File: config.mk
export PLATFORM = sky130hd
export DESIGN_NAME = tty_line_discipline_input_core
export DESIGN_NICKNAME = d
export VERILOG_FILES = /design/src/hw/rtl/tld_pkg.sv /design/src/hw/rtl/tld_ctrl.sv /design/src/hw/rtl/tld_datapath.sv /design/src/hw/rtl/tty_line_discipline_input_core.sv
export SDC_FILE = /design/constraint.sdc
export NUM_CORES = 2
export LEC_CHECK = 0
export BUFFER_PORTS_ARGS = -buffer_cell sky130_fd_sc_hd__clkbuf_2
export CAP_MARGIN = 10
export CORE_UTILIZATION = 55
export CTS_CLUSTER_DIAMETER = 30
export DETAILED_ROUTE_END_ITERATION = 6
export PLACE_DENSITY = 0.76
export SETUP_SLACK_MARGIN = 0.02
export SLEW_MARGIN = 40
export SYNTH_ARGS = -nofsm -noshare
export SYNTH_HDL_FRONTEND = slang
export SYNTH_HIERARCHICAL = 1
export SYNTH_SLANG_ARGS = --single-unit
export TNS_END_PERCENT = 5
File: constraint.sdc
create_clock -name clk -period 5.2 [get_ports clk]
set_input_delay 0.78 -clock clk [delete_from_list [all_inputs] [get_ports clk]]
set_output_delay 0.78 -clock clk [all_outputs]
set_load 0.01 [all_outputs]
File: src/hw/rtl/tld_pkg.sv
// ----------------------------------------------------------------------------
// tld_pkg: shared types and constants for the tty input line discipline
// Character codes, option bit positions, register indexes, result kinds and
// the command/status bundles between the controller and the datapath.
// ----------------------------------------------------------------------------
`default_nettype none

package tld_pkg;

  // character codes
  localparam logic [7:0] CH_BS      = 8'd8;
  localparam logic [7:0] CH_LF      = 8'd10;
  localparam logic [7:0] CH_CR      = 8'd13;
  localparam logic [7:0] CH_SP      = 8'd32;
  localparam logic [7:0] CH_UP      = 8'd94;
  localparam logic [7:0] CH_DEL     = 8'o177;
  localparam logic [7:0] VIS_OFFSET = 8'o100;

  // option_flags bit positions
  localparam int OPT_CRMAP = 0;
  localparam int OPT_FLOW  = 1;
  localparam int OPT_ECHO  = 2;
  localparam int OPT_KILL  = 3;
  localparam int OPT_ERASE = 4;
  localparam int OPT_EOF   = 5;
  localparam int OPT_VIS   = 6;
  localparam int OPT_EBACK = 7;
  localparam int OPT_ECRLF = 8;

  // input modes
  localparam logic [1:0] MODE_RAW    = 2'd0;
  localparam logic [1:0] MODE_CBREAK = 2'd1;

  // action codes
  localparam logic ACT_RECEIVE = 1'b0;
  localparam logic ACT_READ    = 1'b1;

  // configuration port
  localparam int CFG_INDEX_W = 3;
  localparam int CFG_DATA_W  = 9;
  localparam logic [CFG_INDEX_W-1:0] REG_INPUT_MODE  = 3'd0;
  localparam logic [CFG_INDEX_W-1:0] REG_OPTIONS     = 3'd1;
  localparam logic [CFG_INDEX_W-1:0] REG_START_CHAR  = 3'd2;
  localparam logic [CFG_INDEX_W-1:0] REG_STOP_CHAR   = 3'd3;
  localparam logic [CFG_INDEX_W-1:0] REG_KILL_CHAR   = 3'd4;
  localparam logic [CFG_INDEX_W-1:0] REG_ERASE_CHAR  = 3'd5;
  localparam logic [CFG_INDEX_W-1:0] REG_EOF_CHAR    = 3'd6;
  localparam logic [CFG_INDEX_W-1:0] REG_FULL_CHAR   = 3'd7;

  // result kinds
  localparam logic [1:0] KIND_ECHO    = 2'd0;
  localparam logic [1:0] KIND_READ    = 2'd1;
  localparam logic [1:0] KIND_EMPTY   = 2'd2;
  localparam logic [1:0] KIND_NO_ECHO = 2'd3;

  // result list per transaction
  localparam int MAX_RESULTS = 6;
  localparam int SEL_W       = 3;

  // controller -> datapath
  typedef struct packed {
    logic             load;   // capture input transaction
    logic             fetch;  // issue line store read
    logic             exec;   // apply the step, build result list
    logic [SEL_W-1:0] sel;    // result slot on the output
  } tld_cmd_t;

  // datapath -> controller
  typedef struct packed {
    logic final_sel;  // selected slot is the last result
  } tld_stat_t;

  // echo of one character: up to two bytes
  typedef struct packed {
    logic [7:0] b0;
    logic [7:0] b1;
    logic [1:0] n;
  } tld_echo_t;

  function automatic logic tld_is_ctrl(input logic [7:0] c);
    return (c < CH_SP) || (c == CH_DEL);
  endfunction

  function automatic tld_echo_t tld_echo_char(input logic [7:0] c, input logic ecrlf,
                                              input logic vis);
    tld_echo_t e;
    if ((c == CH_LF || c == CH_CR) && ecrlf) begin
      e = '{b0: CH_CR, b1: CH_LF, n: 2'd2};
    end else if (tld_is_ctrl(c) && vis) begin
      e = '{b0: CH_UP, b1: 8'(c + VIS_OFFSET), n: 2'd2};
    end else begin
      e = '{b0: c, b1: 8'd0, n: 2'd1};
    end
    return e;
  endfunction

endpackage

`default_nettype wire

File: src/hw/rtl/tld_ctrl.sv
// ----------------------------------------------------------------------------
// tld_ctrl: sequencing controller
// Takes one transaction at a time: capture, store read, execute, then hands
// out the result list one slot per output transaction.
// ----------------------------------------------------------------------------
`default_nettype none

module tld_ctrl (
  input  wire logic               clk,
  input  wire logic               rst,
  input  wire logic               in_valid,
  output logic                    in_stall,
  output logic                    out_valid,
  input  wire logic               out_stall,
  output tld_pkg::tld_cmd_t       cmd,
  input  wire tld_pkg::tld_stat_t stat
);

  typedef enum logic [1:0] {
    IDLE,
    FETCH,
    EXEC,
    EMIT
  } state_t;

  state_t                    state;
  logic [tld_pkg::SEL_W-1:0] sel;

  // commands decoded from state
  assign in_stall  = (state != IDLE);
  assign cmd.load  = (state == IDLE) && in_valid;
  assign cmd.fetch = (state == FETCH);
  assign cmd.exec  = (state == EXEC);
  assign cmd.sel   = sel;

  // state and registered outputs
  always_ff @(posedge clk) begin
    if (rst) begin
      state     <= IDLE;
      sel       <= '0;
      out_valid <= 1'b0;
    end else begin
      case (state)
        IDLE: begin
          if (in_valid) state <= FETCH;
        end
        FETCH: begin
          state <= EXEC;
        end
        EXEC: begin
          state     <= EMIT;
          sel       <= '0;
          out_valid <= 1'b1;
        end
        EMIT: begin
          if (!out_stall) begin
            if (stat.final_sel) begin
              state     <= IDLE;
              out_valid <= 1'b0;
              sel       <= '0;
            end else begin
              sel <= sel + 1'b1;
            end
          end
        end
        default: begin
          state     <= IDLE;
          out_valid <= 1'b0;
        end
      endcase
    end
  end

endmodule

`default_nettype wire

File: src/hw/rtl/tld_datapath.sv
// ----------------------------------------------------------------------------
// tld_datapath: line store, indexes, counters and result list
// Holds the configuration registers and the line store memory, applies one
// receive or read step on command and keeps the results for output.
// ----------------------------------------------------------------------------
`default_nettype none

module tld_datapath #(
  parameter int BUF_DEPTH = 128
) (
  input  wire logic                             clk,
  input  wire logic                             rst,
  input  wire tld_pkg::tld_cmd_t                cmd,
  output tld_pkg::tld_stat_t                    stat,
  input  wire logic                             cfg_we,
  input  wire logic [tld_pkg::CFG_INDEX_W-1:0]  cfg_index,
  input  wire logic [tld_pkg::CFG_DATA_W-1:0]   cfg_data,
  input  wire logic                             action,
  input  wire logic [7:0]                       rx_byte,
  output logic [1:0]                            result_kind,
  output logic [7:0]                            out_byte,
  output logic                                  last,
  output logic                                  output_held,
  output logic [7:0]                            committed_count
);

  localparam int IW = $clog2(BUF_DEPTH);
  localparam int CW = $clog2(BUF_DEPTH + 1);
  localparam logic [IW-1:0] LAST_IDX = IW'(BUF_DEPTH - 1);
  localparam logic [CW-1:0] DEPTH_C  = CW'(BUF_DEPTH);
  localparam logic [CW:0]   DEPTH_X  = (CW + 1)'(BUF_DEPTH);
  localparam logic [CW:0]   DEPTH_M1 = (CW + 1)'(BUF_DEPTH - 1);
  localparam int NR = tld_pkg::MAX_RESULTS;

  // configuration registers
  logic [1:0] input_mode;
  logic [8:0] option_flags;
  logic [7:0] start_char, stop_char, kill_char, erase_char, eof_char, full_char;

  // line discipline state
  logic [IW-1:0] read_index, write_index;
  logic [CW-1:0] readable_count, line_length;
  logic          hold_flag;

  // captured transaction
  logic       act;
  logic [7:0] c_in;

  // line store
  logic [7:0]    line_store [BUF_DEPTH];
  logic [7:0]    mem_rdata;
  logic [IW-1:0] mem_raddr;
  logic          mem_we;
  logic [7:0]    mem_wdata;

  // result list
  logic [7:0]               res_bytes [NR];
  logic [1:0]               res_kind;
  logic [tld_pkg::SEL_W-1:0] res_count;

  // next values
  logic [IW-1:0]             read_index_next, write_index_next;
  logic [CW-1:0]             readable_count_next, line_length_next;
  logic                      hold_flag_next;
  logic [7:0]                res_bytes_next [NR];
  logic [1:0]                res_kind_next;
  logic [tld_pkg::SEL_W-1:0] res_count_next;

  // helper values
  logic [IW-1:0]   wi_inc, wi_dec, ri_inc, kill_wi;
  logic [CW-1:0]   wi_ext;
  logic [CW:0]     eol_sum, pend_sum;
  logic [7:0]      c;
  logic            echo_on, vis, eback;
  tld_pkg::tld_echo_t ec;

  // configuration writes
  always_ff @(posedge clk) begin
    if (rst) begin
      input_mode   <= 2'd2;
      option_flags <= 9'd511;
      start_char   <= 8'd17;
      stop_char    <= 8'd19;
      kill_char    <= 8'd21;
      erase_char   <= 8'd8;
      eof_char     <= 8'd4;
      full_char    <= 8'd7;
    end else if (cfg_we) begin
      case (cfg_index)
        tld_pkg::REG_INPUT_MODE: input_mode   <= cfg_data[1:0];
        tld_pkg::REG_OPTIONS:    option_flags <= cfg_data;
        tld_pkg::REG_START_CHAR: start_char   <= cfg_data[7:0];
        tld_pkg::REG_STOP_CHAR:  stop_char    <= cfg_data[7:0];
        tld_pkg::REG_KILL_CHAR:  kill_char    <= cfg_data[7:0];
        tld_pkg::REG_ERASE_CHAR: erase_char   <= cfg_data[7:0];
        tld_pkg::REG_EOF_CHAR:   eof_char     <= cfg_data[7:0];
        tld_pkg::REG_FULL_CHAR:  full_char    <= cfg_data[7:0];
        default: ;
      endcase
    end
  end

  // capture input transaction
  always_ff @(posedge clk) begin
    if (cmd.load) begin
      act  <= action;
      c_in <= rx_byte;
    end
  end

  // index arithmetic with wrap
  assign wi_inc  = (write_index == LAST_IDX) ? '0 : write_index + 1'b1;
  assign wi_dec  = (write_index == '0) ? LAST_IDX : write_index - 1'b1;
  assign ri_inc  = (read_index == LAST_IDX) ? '0 : read_index + 1'b1;
  assign wi_ext  = CW'(write_index);
  assign kill_wi = (wi_ext >= line_length) ? IW'(wi_ext - line_length)
                                           : IW'(CW'(wi_ext + DEPTH_C - line_length));
  assign eol_sum  = {1'b0, readable_count} + {1'b0, line_length} + 1'b1;
  assign pend_sum = {1'b0, readable_count} + {1'b0, line_length};

  // line store: read in fetch, write in exec
  assign mem_raddr = (act == tld_pkg::ACT_READ) ? read_index : wi_dec;

  always_ff @(posedge clk) begin
    if (mem_we) line_store[write_index] <= mem_wdata;
    if (cmd.fetch) mem_rdata <= line_store[mem_raddr];
  end

  // step logic
  assign c       = (c_in == tld_pkg::CH_CR && option_flags[tld_pkg::OPT_CRMAP]) ?
                   tld_pkg::CH_LF : c_in;
  assign echo_on = option_flags[tld_pkg::OPT_ECHO];
  assign vis     = option_flags[tld_pkg::OPT_VIS];
  assign eback   = option_flags[tld_pkg::OPT_EBACK];
  assign ec      = tld_pkg::tld_echo_char(c, option_flags[tld_pkg::OPT_ECRLF], vis);

  always_comb begin
    read_index_next     = read_index;
    write_index_next    = write_index;
    readable_count_next = readable_count;
    line_length_next    = line_length;
    hold_flag_next      = hold_flag;
    res_kind_next       = tld_pkg::KIND_ECHO;
    res_count_next      = '0;
    for (int i = 0; i < NR; i++) res_bytes_next[i] = 8'd0;
    mem_we    = 1'b0;
    mem_wdata = c;

    if (act == tld_pkg::ACT_READ) begin
      // reader takes one committed byte
      res_count_next = tld_pkg::SEL_W'(1);
      if (readable_count != '0) begin
        res_kind_next       = tld_pkg::KIND_READ;
        res_bytes_next[0]   = mem_rdata;
        read_index_next     = ri_inc;
        readable_count_next = readable_count - 1'b1;
      end else begin
        res_kind_next = tld_pkg::KIND_EMPTY;
      end
    end else if (input_mode == tld_pkg::MODE_RAW) begin
      // raw: store when room
      if (readable_count < DEPTH_C) begin
        mem_we              = 1'b1;
        mem_wdata           = c_in;
        write_index_next    = wi_inc;
        readable_count_next = readable_count + 1'b1;
      end
    end else if (option_flags[tld_pkg::OPT_FLOW] && c == start_char) begin
      hold_flag_next = 1'b0;
    end else if (option_flags[tld_pkg::OPT_FLOW] && c == stop_char) begin
      hold_flag_next = 1'b1;
    end else begin
      hold_flag_next = 1'b0;
      if (input_mode == tld_pkg::MODE_CBREAK) begin
        // cbreak: store and echo at once
        if (readable_count >= DEPTH_C) begin
          res_bytes_next[0] = full_char;
          res_count_next    = tld_pkg::SEL_W'(1);
        end else begin
          mem_we              = 1'b1;
          write_index_next    = wi_inc;
          readable_count_next = readable_count + 1'b1;
          if (echo_on) begin
            res_bytes_next[0] = ec.b0;
            res_bytes_next[1] = ec.b1;
            res_count_next    = tld_pkg::SEL_W'(ec.n);
          end
        end
      end else if (c == kill_char && option_flags[tld_pkg::OPT_KILL]) begin
        // line kill
        write_index_next  = kill_wi;
        line_length_next  = '0;
        res_bytes_next[0] = tld_pkg::CH_CR;
        res_bytes_next[1] = tld_pkg::CH_LF;
        res_count_next    = tld_pkg::SEL_W'(2);
      end else if (c == erase_char && option_flags[tld_pkg::OPT_ERASE]) begin
        // erase last pending byte; mem_rdata holds it
        if (line_length != '0) begin
          line_length_next = line_length - 1'b1;
          write_index_next = wi_dec;
          if (echo_on) begin
            for (int i = 0; i < NR; i++) begin
              res_bytes_next[i] = (eback && (i % 3 == 1)) ? tld_pkg::CH_SP : tld_pkg::CH_BS;
            end
            case ({eback, tld_pkg::tld_is_ctrl(mem_rdata) && vis})
              2'b00:   res_count_next = tld_pkg::SEL_W'(1);
              2'b01:   res_count_next = tld_pkg::SEL_W'(2);
              2'b10:   res_count_next = tld_pkg::SEL_W'(3);
              default: res_count_next = tld_pkg::SEL_W'(6);
            endcase
          end
        end
      end else if (c == tld_pkg::CH_LF || c == tld_pkg::CH_CR) begin
        // end of line commits the whole line
        if (echo_on) begin
          res_bytes_next[0] = ec.b0;
          res_bytes_next[1] = ec.b1;
          res_count_next    = tld_pkg::SEL_W'(ec.n);
        end
        mem_we              = 1'b1;
        write_index_next    = wi_inc;
        readable_count_next = (eol_sum > DEPTH_X) ? DEPTH_C : CW'(eol_sum);
        line_length_next    = '0;
      end else if (pend_sum >= DEPTH_M1) begin
        res_bytes_next[0] = full_char;
        res_count_next    = tld_pkg::SEL_W'(1);
      end else begin
        // EOF or ordinary byte
        if (echo_on) begin
          res_bytes_next[0] = ec.b0;
          res_bytes_next[1] = ec.b1;
          res_count_next    = tld_pkg::SEL_W'(ec.n);
        end
        if (c == eof_char && option_flags[tld_pkg::OPT_EOF]) begin
          if (line_length == '0) begin
            mem_we              = 1'b1;
            write_index_next    = wi_inc;
            readable_count_next = readable_count + 1'b1;
          end
        end else begin
          mem_we           = 1'b1;
          write_index_next = wi_inc;
          line_length_next = line_length + 1'b1;
        end
      end
    end

    // a receive without echo gives one silent result
    if (res_count_next == '0) begin
      res_kind_next  = tld_pkg::KIND_NO_ECHO;
      res_count_next = tld_pkg::SEL_W'(1);
    end

    if (!cmd.exec) mem_we = 1'b0;
  end

  // state update
  always_ff @(posedge clk) begin
    if (rst) begin
      read_index     <= '0;
      write_index    <= '0;
      readable_count <= '0;
      line_length    <= '0;
      hold_flag      <= 1'b0;
    end else if (cmd.exec) begin
      read_index     <= read_index_next;
      write_index    <= write_index_next;
      readable_count <= readable_count_next;
      line_length    <= line_length_next;
      hold_flag      <= hold_flag_next;
    end
  end

  // result list
  always_ff @(posedge clk) begin
    if (cmd.exec) begin
      res_bytes <= res_bytes_next;
      res_kind  <= res_kind_next;
      res_count <= res_count_next;
    end
  end

  // output fields
  logic [CW+7:0] rc_ext;
  assign rc_ext          = {8'd0, readable_count};
  assign stat.final_sel  = (cmd.sel == res_count - 1'b1);
  assign result_kind     = res_kind;
  assign out_byte        = (int'(cmd.sel) < NR) ? res_bytes[cmd.sel] : 8'd0;
  assign last            = stat.final_sel;
  assign output_held     = hold_flag;
  assign committed_count = rc_ext[7:0];

endmodule

`default_nettype wire

File: src/hw/rtl/tty_line_discipline_input_core.sv
// ----------------------------------------------------------------------------
// tty_line_discipline_input_core: terminal input line discipline
// Raw, cbreak and cooked line editing of received bytes, with echo output
// and a reader port on the committed bytes.
// ----------------------------------------------------------------------------
// One transaction is handled at a time. An accepted transaction is captured,
// then the line store is read, then the step is applied, then its results
// (1 to 6 results) are handed out one after another, each held while the
// output stalls; the line store's registered read port gives the read its
// own step. The input stalls until the last result of the current
// transaction is taken. The configuration port is always ready and must be
// written only while the block is idle; the block itself does not enforce
// this. The line store needs no clearing after reset.
`default_nettype none

module tty_line_discipline_input_core #(
  parameter int BUF_DEPTH = 128
) (
  input  wire logic                            clk,
  input  wire logic                            rst,
  input  wire logic                            in_valid,
  output logic                                 in_stall,
  input  wire logic                            action,
  input  wire logic [7:0]                      rx_byte,
  output logic                                 out_valid,
  input  wire logic                            out_stall,
  output logic [1:0]                           result_kind,
  output logic [7:0]                           out_byte,
  output logic                                 last,
  output logic                                 output_held,
  output logic [7:0]                           committed_count,
  input  wire logic                            cfg_valid,
  output logic                                 cfg_ready,
  input  wire logic [tld_pkg::CFG_INDEX_W-1:0] cfg_index,
  input  wire logic [tld_pkg::CFG_DATA_W-1:0]  cfg_data
);

  tld_pkg::tld_cmd_t  cmd;
  tld_pkg::tld_stat_t stat;

  assign cfg_ready = 1'b1;

  tld_ctrl u_ctrl (
    .clk       (clk),
    .rst       (rst),
    .in_valid  (in_valid),
    .in_stall  (in_stall),
    .out_valid (out_valid),
    .out_stall (out_stall),
    .cmd       (cmd),
    .stat      (stat)
  );

  tld_datapath #(
    .BUF_DEPTH (BUF_DEPTH)
  ) u_datapath (
    .clk             (clk),
    .rst             (rst),
    .cmd             (cmd),
    .stat            (stat),
    .cfg_we          (cfg_valid && cfg_ready),
    .cfg_index       (cfg_index),
    .cfg_data        (cfg_data),
    .action          (action),
    .rx_byte         (rx_byte),
    .result_kind     (result_kind),
    .out_byte        (out_byte),
    .last            (last),
    .output_held     (output_held),
    .committed_count (committed_count)
  );

endmodule

`default_nettype wire
# Word level (Yosys, flattened, before mapping)
# Memory sizes are Yosys's and may differ from the RTL's. A register that Yosys moved wholly into a read port is not among the register bits.
# Cells that the tools add are included.
[word_totals]
input_bits = 26
memories = 1
latch_bits = 0
rom_bits = 0
out_inout_bits = 23
ramBits = 1024
regBits = 158
[op_classes]
order_cmp = 9
n_div = 0
n_mul = 0
n_addsub = 15
muxes = 113
n_shift = 0
eq_ne = 47
bitwise_logic = 9
n_reduce_logical = 45
[memory_table]
columns = ["name", "depth", "word_bits", "rd", "rd_ports_with_merged_regs", "wr", "line", "rtl"]
rows = [
  ["u_datapath.line_store", 128, 8, 1, 1, 1, "tld_datapath.sv:50", "logic [7:0] line_store [BUF_DEPTH];"],
]
[ops]
columns = ["cell", "count"]
rows = [
  ["8-bit two-way mux", 34],
  ["48-bit two-way mux", 4],
  ["7-bit two-way mux", 18],
  ["32-bit two-way mux", 3],
  ["16-bit two-way mux", 5],
  ["44-bit two-way mux", 1],
  ["8-bit equality test", 5],
  ["18-bit two-way mux", 2],
  ["3-bit two-way mux", 12],
  ["8-bit binary-select mux with 3-bit select", 1],
  ["8-bit by 4-bit equality test with 1-bit output, second input constant", 3],
  ["7-bit by 1-bit adder with 7-bit output, second input constant", 3],
  ["1-bit two-way mux", 20],
  ["2-bit AND reduction", 9],
  ["9-bit AND reduction", 2],
  ["8-bit by 1-bit adder with 8-bit output, second input constant", 2],
  ["8-bit by 7-bit equality test with 1-bit output, second input constant", 2],
  ["8-bit by 6-bit less-than comparator with 1-bit output, second input constant", 2],
  ["2-bit two-way mux", 8],
  ["4-bit by 1-bit inequality test with 1-bit output, second input constant", 4],
  ["8-bit nonzero test", 2],
  ["8-bit by 1-bit subtractor with 8-bit output, second input constant", 2],
  ["7-bit equality test, second input constant", 2],
  ["7-bit subtractor", 2],
  ["48 further kinds", 90],
]

# Depth between registers and ports, before layout
[depth]
word_depth = 19
depth_mapped = 16
depth_no_buf = 12

# Hierarchy
# Netlist, hierarchy kept.
[modules_own_cells]
columns = ["mod", "area_each_um2", "n_inst", "seq_area_each_um2", "cells_per_inst"]
rows = [
  ["tld_datapath", 49731.4, 1, 33782.4, 3719],
  ["tld_ctrl", 395.4, 1, 120.1, 42],
  ["tty_line_discipline_input_core", 11.3, 1, 0.0, 2],
]

# Worst setup path before layout
# OpenSTA, ideal clock, no wires.
[synth_path]
kind = "register to register"
startpoint = "register u_datapath.c_in[6]"
endpoint = "memory u_datapath.line_store[0][0], data pin"
path_stages_with_launch = 9
required_ps = 4372
path_buffers = 2
t_arrival_ps = 4648
path_slack_ps = -277
path_cell_list = "edfxtp_1 -> clkbuf_1 -> inv_1 -> ha_1 -> nor4bb_1 -> buf_2 -> nand2_1 -> a2111oi_0 -> nor2b_1"
[synth_via]
elab_chain_cells = 6
[synth_rtl]
columns = ["item", "line", "rtl"]
rows = [
  ["from (decl)", "tld_datapath.sv:47", "logic [7:0] c_in;"],
  ["from (signal assigned)", "tld_datapath.sv:107", "c_in <= rx_byte;"],
  ["8-bit by 4-bit equality test with 1-bit output *", "tld_datapath.sv:130", "assign c = (c_in == tld_pkg::CH_CR && option_flags[tld_pkg::OPT_CRMAP]) ?"],
  ["1-bit logical AND *", "tld_datapath.sv:130", ""],
  ["8-bit two-way mux *", "tld_datapath.sv:130", ""],
  ["8-bit two-way mux", "tld_datapath.sv:162", "if (readable_count < DEPTH_C) begin"],
  ["8-bit two-way mux", "tld_datapath.sv:160", "end else if (input_mode == tld_pkg::MODE_RAW) begin"],
  ["8-bit two-way mux *", "tld_datapath.sv:149", "if (act == tld_pkg::ACT_READ) begin"],
  ["net u_datapath.mem_wdata[0]", "tld_datapath.sv:54", "logic [7:0] mem_wdata;"],
  ["to (decl)", "tld_datapath.sv:50", ""],
]
# The timed path passes the listed nets; every way through them passes the cells marked *.

# Final worst setup path
[layout_path]
startpoint = "register u_datapath.c_in[7]"
endpoint = "memory u_datapath.line_store[26][1], enable pin"
[layout_via]
elab_chain_cells = 18
elab_cells_between_ends = 29
[layout_rtl]
columns = ["item", "line", "rtl"]
rows = [
  ["8-bit by 4-bit equality test with 1-bit output", "tld_datapath.sv:130", ""],
  ["1-bit logical AND", "tld_datapath.sv:130", ""],
  ["8-bit two-way mux *", "tld_datapath.sv:130", ""],
  ["8-bit equality test", "tld_datapath.sv:234", "if (c == eof_char && option_flags[tld_pkg::OPT_EOF]) begin"],
  ["1-bit logical AND", "tld_datapath.sv:234", ""],
  ["1-bit two-way mux", "tld_datapath.sv:234", ""],
  ["1-bit two-way mux", "tld_datapath.sv:224", "end else if (pend_sum >= DEPTH_M1) begin"],
  ["1-bit two-way mux", "tld_datapath.sv:213", "end else if (c == tld_pkg::CH_LF || c == tld_pkg::CH_CR) begin"],
  ["[... 2 more ...]", "-", ""],
  ["1-bit two-way mux", "tld_datapath.sv:174", "if (input_mode == tld_pkg::MODE_CBREAK) begin"],
  ["1-bit two-way mux", "tld_datapath.sv:170", "end else if (option_flags[tld_pkg::OPT_FLOW] && c == stop_char) begin"],
  ["1-bit two-way mux *", "tld_datapath.sv:168", "end else if (option_flags[tld_pkg::OPT_FLOW] && c == start_char) begin"],
  ["1-bit two-way mux *", "tld_datapath.sv:160", ""],
  ["1-bit two-way mux *", "tld_datapath.sv:149", ""],
  ["1-bit two-way mux *", "tld_datapath.sv:254", "if (!cmd.exec) mem_we = 1'b0;"],
  ["1-bit two-way mux *", "tld_datapath.sv:125", "if (mem_we) line_store[write_index] <= mem_wdata;"],
  ["1-bit two-way mux (implied by the code) *", "tld_datapath.sv:125", ""],
]
# Every way passes the cells marked *; elsewhere a longest branch is shown, timed or not.

==> metrics <==
outcome finished, final reports clean; peak supply drop 0.377 mV; Avg Cell Area, Syn 13.3 sq um; routed vias/inst 6.69; area of the multi-input gates 15900 sq um; pwr/cell area 527 nW/um^2; hold crit path type input port to flip-flop; vias in the first global route 33797; Total GRT Usage 0.308; highest routed layer met4; Port-buffer cells 47; min Tclk post-route 4.90 ns; CP most frequent cell buf_4; Core ar. 90100 sq um; post-synth top area share 0.638; top cell type by total area after synthesis edfxtp_1; nets@finish 3938; Post CTS Setup Buffer Count 0; yosys warns 6; Crit Path Max Fanout 28; Initial Utilization 0.556; RSZ-0062 raised after global routing false; row count 110; die width 304 microns; CTS tree yes; initial antenna violation count 1; Filler cells 5936; CP top delay family compound AO/OA/AOI/OAI gates; drt wl/cell 27.6 microns; Least-Margin Pin Slew 0.924 ns; final worst setup slack 0.303 ns; clock buffer depth 3; Seq. cell area 33900 sq um; Slew HR 0.380; dpl cells 4863; top post-synthesis cells by area edfxtp_1 64%, nand2_1 5.9%, mux4_2 4.4%; Area Growth Syn to Fin 18.8%; synthesized cell area 50100 sq um; worst clock skew 0.0918 ns; leakage power 20.0 nW; CTS H-tree depth 4; # diodes 0; number of flops mapped to enable cells by yosys 1065; Clock Latency Late Sink 0.79 ns; DRC viols 0; total number of vias 34883; Worst Path Arrival 5.33 ns; DRT antenna net count 0; Most used DFF post-synth edfxtp_1; grt ovf 0; Total Wirelength 144000 microns; Max-Cap Viols 0; Die Area 92400 sq um; commonest non-fill, non-tap cells in the layout 1065 x edfxtp_1, 789 x nand2_1, 187 x clkbuf_16; Max stage delay on crit path 0.64 ns; Root Buffer clkbuf_16; die height 304 microns; critical path capture point type flip-flop; Synthesized Nets 3825; R2R Setup Slk 0.30 ns; commonest non-fill, non-tap cell in the layout edfxtp_1; global-route wire length before repair 213000 microns; post-DP HPWL 87100 microns; layout cells sized above 1 0.191; setup slack at placement 0.374 ns; ys async rst share 0; routed wire length on met3 17900 microns; hold bufs inserted after CTS 0; Syn Inst Count 3763; CP cell instances inv_1 > ha_1 > nor4bb_1 > buf_4 > a22oi_1 > o32a_1 > or3_1 > o2bb2ai_1 > nor2_1 > o31a_1 > a21oi_4 > buf_4 > nor3_2; CTS clk-pin slew, worst paths 0.05 ns; total CTS buffers 186; routability cong. 0.945; largest net degree at the start of global routing 129; final std cells w/o fill 5215; period utilisation layout 0.942; worst endpoint required time 5.64 ns; worst path bufs/invs 3; Top Ports 49; Hold Vio Cnt, Final 0; Netlist cell types 101; Worst setup SP type flip-flop; wl on met1 51600 microns; post-CTS sizing 0; met2 wire length 66500 microns; final setup fails 0; first-pass detailed-route iteration total 6; fin. max-slew vios 0; register area share after synthesis 0.676; f_max 204 MHz; Clock Sink Count 1161; slowest CP cell a21oi_4; critical path type flip-flop to flip-flop; Yosys reg bits 1161; 1st-iter DRT viols 4908
-- per-layer routing --
layer / track usage / up-vias
met1: 0.404 / 17046
met2: 0.476 / 2658
li1: - / 14688
met4: 0.158 / 0
met3: 0.0804 / 491
met5: 0 / -
-- layout make-up --
| class | count | area share |
|---|---|---|
| multi-input cells | 2304 | 0.267 |
| flip-flops and latches | 1161 | 0.569 |
| inverters | 43 | 0.00271 |
| repair buffers | 180 | 0.0256 |
| clock buffers | 204 | 0.0801 |
| clock inverters | 147 | 0.0302 |
| well taps | 1176 | 0.0247 |
-- where the power goes --
group          total (mW)  internal, mW  switching, mW
Sequential           11.1          10.9          0.210
Clock                12.7          7.87           4.83
Combinational        7.63          2.46           5.17
-- state kept, by name, indices dropped and copies added (netlist names), 8 cells and up --
register and cells:
u_datapath/full_char 8, u_datapath/eof_char 8, u_datapath/kill_char 8, u_datapath/mem_rdata 8, u_datapath/committed_count 8, u_datapath/line_length 8, u_datapath/c_in 8, u_datapath/option_flags 9
u_datapath/res_bytes 19, u_datapath/erase_char 8, u_datapath/start_char 8, u_datapath/line_store 1024, u_datapath/stop_char 8
-- logic make-up (layout without fill, tap and decap cells) --
logic type	after synthesis	in the layout	synth area share
simple gates	1481	1481	0.136
flops	1161	1161	0.676
compound gates	499	499	0.0736
buf+inv	298	574	0.0243
mux	234	234	0.0714
xor+xnor	53	53	0.00926
fa+ha+maj	36	36	0.00928
other cells	1	1	0.0000748
-- path summary, 6_finish.rpt --
kind                                               start                      endpoint  depth (start not counted)
worst max register to register        u_datapath/c_in[7]  u_datapath/line_store[26][1]                         13
worst max-delay path                  u_datapath/c_in[7]  u_datapath/line_store[26][1]                         13
worst min register to register  u_datapath/erase_char[5]      u_datapath/erase_char[5]                          2
worst min-delay path                          rx_byte[5]            u_datapath/c_in[5]                          1
-- cells in the mapped netlist, drive strengths merged (34+ instances only) --
cell type  count
a211oi        38
and3         115
xnor2         37
clkbuf       163
edfxtp      1065
a31oi         37
mux4          97
dfxtp         96
buf           92
mux2i        118
nor2         113
a21oi         87
nor4          46
nor3         134
ha            34
o21ai         55
nand3        159
a311oi       104
nand2        790
inv           39
-- per-stage QoR --
step / instance area (sq um) / total power, mW / TNS [ns] / hold slack (ns) / utilization
2_1_floorplan: 50100 / 15.8 / -40.19 / 0.433 / -
3_3_place_gp: 52300 / 18.3 / 0 / 0.451 / 0.580
3_5_place_dp: 52800 / 18.5 / 0 / 0.458 / 0.586
4_1_cts: 59400 / 31.2 / 0 / 0.158 / 0.659
5_1_grt: 59600 / 32.2 / 0 / 0.171 / 0.661
6_report: 59600 / 31.4 / 0 / 0.187 / 0.661
Note: power is estimated with default switching activity, not from simulation.
